===== src/rtl/pair_pkg.sv =====
`timescale 1ns / 1ps
// ----------------------------------------------------------------------------
// pair_pkg
// Shared widths, operation and status codes, and the command/status bundles
// passed between the controller and the datapath of the positional store.
// ----------------------------------------------------------------------------
package pair_pkg;

	localparam int FUNC_W  = 2;
	localparam int POS_W   = 16;
	localparam int WORD_W  = 32;
	localparam int STAT_W  = 2;
	localparam int COUNT_W = 9;

	localparam logic [FUNC_W-1:0] FUNC_INSERT = 2'd0;
	localparam logic [FUNC_W-1:0] FUNC_REMOVE = 2'd1;
	localparam logic [FUNC_W-1:0] FUNC_READ   = 2'd2;

	localparam logic [STAT_W-1:0] STAT_OK        = 2'd0;
	localparam logic [STAT_W-1:0] STAT_BAD_INDEX = 2'd1;
	localparam logic [STAT_W-1:0] STAT_FULL      = 2'd2;
	localparam logic [STAT_W-1:0] STAT_EMPTY     = 2'd3;

	localparam logic [COUNT_W-1:0] CAP_RESET = 9'd256;

	typedef struct packed {
		logic load_op;
		logic decode;
		logic shift_rd;
		logic shift_wr;
		logic write_word;
		logic read_issue;
		logic count_inc;
		logic count_dec;
		logic result_load;
	} pair_cmd_t;

	typedef struct packed {
		logic op_ok;
		logic is_insert;
		logic is_read;
		logic ptr_done;
		logic out_busy;
	} pair_stat_t;

endpackage


===== src/rtl/pair_ctrl.sv =====
`timescale 1ns / 1ps
// ----------------------------------------------------------------------------
// pair_ctrl
// Sequencer for the positional store: decodes a transaction, steps the entry
// shift of an insert or remove one read and one write at a time, then hands off the result.
// ----------------------------------------------------------------------------
module pair_ctrl import pair_pkg::*; (
	input  logic       clk,
	input  logic       arst_n,
	input  logic       in_valid,
	output logic       in_stall,
	input  pair_stat_t stat,
	output pair_cmd_t  cmd
);

	localparam logic [2:0] S_IDLE      = 3'd0;
	localparam logic [2:0] S_DECODE    = 3'd1;
	localparam logic [2:0] S_SHIFT_RD  = 3'd2;
	localparam logic [2:0] S_SHIFT_WR  = 3'd3;
	localparam logic [2:0] S_WRITE     = 3'd4;
	localparam logic [2:0] S_READ_WAIT = 3'd5;
	localparam logic [2:0] S_RESP      = 3'd6;

	logic [2:0] state_q;
	logic [2:0] state_next;

	assign in_stall = (state_q != S_IDLE);

	always_comb begin
		cmd        = '0;
		state_next = state_q;
		case (state_q)
			S_IDLE: begin
				if (in_valid) begin
					cmd.load_op = 1'b1;
					state_next  = S_DECODE;
				end
			end
			S_DECODE: begin
				cmd.decode = 1'b1;
				if (!stat.op_ok) begin
					state_next = S_RESP;
				end else if (stat.is_read) begin
					cmd.read_issue = 1'b1;
					state_next     = S_READ_WAIT;
				end else begin
					state_next = S_SHIFT_RD;
				end
			end
			S_SHIFT_RD: begin
				if (!stat.ptr_done) begin
					cmd.shift_rd = 1'b1;
					state_next   = S_SHIFT_WR;
				end else if (stat.is_insert) begin
					state_next = S_WRITE;
				end else begin
					cmd.count_dec = 1'b1;
					state_next    = S_RESP;
				end
			end
			S_SHIFT_WR: begin
				cmd.shift_wr = 1'b1;
				state_next   = S_SHIFT_RD;
			end
			S_WRITE: begin
				cmd.write_word = 1'b1;
				cmd.count_inc  = 1'b1;
				state_next     = S_RESP;
			end
			S_READ_WAIT: begin
				state_next = S_RESP;
			end
			S_RESP: begin
				if (!stat.out_busy) begin
					cmd.result_load = 1'b1;
					state_next      = S_IDLE;
				end
			end
			default: begin
				state_next = S_IDLE;
			end
		endcase
	end

	always_ff @(posedge clk or negedge arst_n) begin
		if (!arst_n) begin
			state_q <= S_IDLE;
		end else begin
			state_q <= state_next;
		end
	end

	// shift steps alternate read then write
	a_rd_then_wr: assert property (@(posedge clk) disable iff (!arst_n)
		cmd.shift_rd |=> cmd.shift_wr)
		else $error("shift read not followed by its write");

	// an accepted transaction passes through its decode state before its result
	a_accept_after_result: assert property (@(posedge clk) disable iff (!arst_n)
		cmd.load_op |=> !cmd.result_load)
		else $error("result issued in the cycle after accept");

	a_decode_after_load: assert property (@(posedge clk) disable iff (!arst_n)
		cmd.load_op |=> cmd.decode)
		else $error("accepted transaction not decoded");

endmodule


===== config.mk =====
export PLATFORM = sky130hd
export DESIGN_NAME = pair_ctrl
export DESIGN_NICKNAME = d
export VERILOG_FILES = /design/src/rtl/pair_pkg.sv /design/src/rtl/pair_ctrl.sv
export SDC_FILE = /design/constraint.sdc
export NUM_CORES = 1
export LEC_CHECK = 0
export BUFFER_PORTS_ARGS = -buffer_cell sky130_fd_sc_hd__clkbuf_2
export CAP_MARGIN = 15
export CELL_PAD_IN_SITES_DETAIL_PLACEMENT = 1
export CELL_PAD_IN_SITES_GLOBAL_PLACEMENT = 2
export CORE_MARGIN = 2
export CORE_UTILIZATION = 18
export DETAILED_ROUTE_END_ITERATION = 8
export GPL_TIMING_DRIVEN = 0
export PLACE_DENSITY = 0.71
export SLEW_MARGIN = 15
export SYNTH_ARGS = -nofsm -noshare
export SYNTH_HDL_FRONTEND = slang
export SYNTH_SLANG_ARGS = --single-unit

===== constraint.sdc =====
create_clock -name clk -period 1.4 [get_ports clk]
set_input_delay 0.21 -clock clk [delete_from_list [all_inputs] [get_ports clk]]
set_output_delay 0.21 -clock clk [all_outputs]
set_load 0.1 [all_outputs]

# Word level (Yosys, flattened, before mapping)
# Index checks and enable logic that the tools add are counted.
# op_classes
n_eq_ne	8
muxes	22
n_reduce_logical	4
# op_table
op	n
3-bit one-hot mux with 6 select lines	1
1-bit two-way mux	15
3-bit two-way mux	5
3-bit equality test, second input constant	3
3-bit by 2-bit equality test with 1-bit output, second input constant	2
2-bit != test, second input constant	2
3-bit by 1-bit equality test with 1-bit output, second input constant	1
3-bit logical NOT	1
3-bit nonzero test	1
2-bit two-way mux	1
2-bit AND reduction	1
2-bit OR reduction	1
# word_totals
regBits	3
in_bits	8
output_inout_bits	10

# Longest topological paths before layout
# depth
ltp_word	3
depth_mapped	4
mapped_depth_nobuf	3

# Worst setup path before layout
# No wires, ideal clock.
# synth_path
kind	reg-to-output
start	register state_q[0]
end	output cmd[1] (netlist name)
arrival_time_ps	3433
required_ps	1190
slack_ps	-2243
stages_incl_launch_ff	3
n_path_buf	0
path_cell_list	dfrtp_1 > nand2b_1 > nor4_1
# synth_rtl
element	line	rtl
start, declared	pair_ctrl.sv:24	logic [2:0] state_q;
start signal, assigned	pair_ctrl.sv:89	state_q <= state_next;
end, declared	pair_ctrl.sv:13	output pair_cmd_t cmd

==> flow_metrics.env <==
export IMPL_syn_inst=34
export IMPL_fin_crit_sh_pct=117
export IMPL_path_class="reg2out"
export IMPL_synth_largest_area_cell="dfrtp_1"
export IMPL_wl_mm=1.09
export IMPL_fin_skew_ns=0.00452
export IMPL_cts_buffers=3
export IMPL_syn_area_um2=264
export IMPL_grt_max_degree=8
export IMPL_finalSetupViolCount=10
export IMPL_drc=0
export IMPL_largest_reg_flops=3
export IMPL_path_clk_slew_ns=0.04
export IMPL_synthFlopType="dfrtp_1"
export IMPL_clock_latency_ns=0.23
export IMPL_syn_nets=42
export IMPL_synth_area_leaders="dfrtp_1, nand2_1, nor3b_1, nand2b_1, o22ai_1"
export IMPL_final_antenna_net_count=0
export IMPL_syn_area_per_cell_um2=7.76
export IMPL_cts_tree="built"
export IMPL_cp_arrival_ns=1.43
export IMPL_nNetsFinal=73
export IMPL_synth_top_area_share_pct=28.4
export IMPL_grt_usage_pct=14.1
export IMPL_start_util_pct=19.8
export IMPL_ys_async_sr_fraction_pct=100
export IMPL_drv_slew=0
export IMPL_die_w_um=42.3
export IMPL_whs_ns=0.312
export IMPL_required_ns=1.19
export IMPL_top_level_ports=18
export IMPL_numPortBuffers=17
export IMPL_placed_area_um2=473
export IMPL_cts_root_buf="clkbuf_4"
export IMPL_rrSetupSlack_ns=-0.08
export IMPL_row_count=13
export IMPL_dieArea_mm2=0.00179
export IMPL_viasPerCell=4.62
export IMPL_layout_cells_non_filler=79
export IMPL_r2r_cells=4
export IMPL_yosys_warnings=0
export IMPL_layout_setup_ws_ns=-0.242
export IMPL_max_freq_ghz=0.609
export IMPL_routedWlPerCell_um=13.8
export IMPL_hold_class="in2reg"
export IMPL_h_tree_depth=1
export IMPL_core_area_mm2=0.00133
export IMPL_cp_startpoint="state_q[0]$_DFFE_PN0P_"
export IMPL_first_pass_iters=3
export IMPL_synth_cell_types=20
export IMPL_status="finished with violations"
export IMPL_antenna_found_initial=0
export IMPL_reg_top3="state_q (3)"
export IMPL_hpwl_um=605
export IMPL_drive_gt1_share_pct=67.2
export IMPL_r2r_start="state_q[0]$_DFFE_PN0P_"
export IMPL_drtIter0Drc=1
export IMPL_grt_pass1_vias=375
export IMPL_r2r_end="state_q[2]$_DFFE_PN0P_"
export IMPL_cp_end_kind="primary output"
export IMPL_fp_dieH_um=42.3
export IMPL_ys_seq_area_share_pct=28.4
export IMPL_hold_viol=0
export IMPL_crit_fanout=6
export IMPL_clk_path_buf_depth=2
export IMPL_fin_area_um2=738
export IMPL_violations="negative setup slack"
export IMPL_yosys_top_cells_count="nand2_1, dfrtp_1, inv_1, nor2_1"
export IMPL_grt_pass1_wl_mm=1.93
export IMPL_top_register="state_q"
export IMPL_cts_sinks=3
export IMPL_synth_seq_cells=3
export IMPL_vias=365
export IMPL_cp_endpoint="cmd[8]"
export IMPL_fin_crit_ns=1.64
export IMPL_synth_most_common_cell="nand2_1"
export IMPL_grt_setup_unrepaired="true"
export IMPL_antenna_cells=0
export IMPL_tightest_slew_ns=0.306
export IMPL_gp_congestion=0.684
export IMPL_synth_edff_count=0
export IMPL_grt_overflow=0
export IMPL_max_cap_violations=0
export IMPL_slew_headroom_pct=79.6
export IMPL_syn2layout_area_growth_pct=180
export IMPL_dp_cells=66
export IMPL_critPathLaunchType="flip-flop"
export IMPL_pre_cts_slack_ns=-0.263
worst min path at each step:
| stage | from | to | slack, ns | cells past startpoint |
|---|---|---|---|---|
| after global routing | in_valid | state_q[2]$_DFFE_PN0P_ | 0.33 | 2 |
| final | in_valid | state_q[2]$_DFFE_PN0P_ | 0.31 | 2 |
| after CTS | arst_n | state_q[2]$_DFFE_PN0P_ | 0.31 | 2 |
| after global placement | arst_n | state_q[2]$_DFFE_PN0P_ | 0.009 | 1 |
| after floorplan | arst_n | state_q[0]$_DFFE_PN0P_ | -0.09 | 0 |
| after detailed placement | arst_n | state_q[2]$_DFFE_PN0P_ | 0.009 | 1 |
through the flow:
stage               util [%]  setup TNS, ns
floorplan                  -          -2.60
global placement        35.5          -1.17
detailed placement      35.5          -1.21
CTS                     54.1          -1.36
global route            55.3          -2.16
finish                  55.3          -1.51
kinds of logic after synthesis:
logic type,count (synthesis),share of synthesized area [%]
multiplexers,1,3.79
buffers and inverters,6,13.3
AND/OR/NAND/NOR,18,37.0
AO/OA/AOI/OAI,6,17.5
flip-flops,3,28.4
per-layer routing:
layer	global-route usage (%)	routed length (um)	part of all wire [%]
met2	24.3	570	52
met3	2.16	42	3.8
met1	17.4	462	42
met5	0	0	0
met4	5.63	17	1.6
worst max-delay path, stage by stage (launching register included):
cell and delay, ns:
dfrtp_2 0.46, or3_4 0.43, nor2_4 0.11, clkbuf_16 0.20
cell type report:
| cell class | count | area, um2 |
|---|---|---|
| tap | 15 | 18.8 |
| sequential | 3 | 76.3 |
| clock buffer | 4 | 26.3 |
| inverter | 3 | 11.3 |
| multi-input combinational | 25 | 241 |
| timing repair buffer | 26 | 322 |
| buffer | 3 | 42.5 |
| fill | 142 | 596 |
timing repair:
item	4_1_cts	5_1_grt
hold endpoints to repair	3	0
setup endpoints to repair	10	11
hold buffers	1	0
gates resized for setup	27	4
pin swaps	4	1
setup buffers	7	1
placed cells by master, fill, tap and decap left out, drive strengths merged:
cell         synthesis  routed
dlygate4sd3          0       1
a21o                 1       1
nand2b               2       2
or3                  1       1
nor3                 2       2
buf                  3      13
nor2                 3       3
dfrtp                3       3
a21boi               2       2
nor2b                1       1
nor3b                2       2
inv                  3       3
or2                  1       1
o22ai                2       2
nor4                 1       1
o221a                1       1
nand2                5       5
mux2i                1       1
clkbuf               0      19
Power is left out: the tool's default activity adds up to more than one toggle a clock period on the data nets, which glitch-free logic cannot reach.
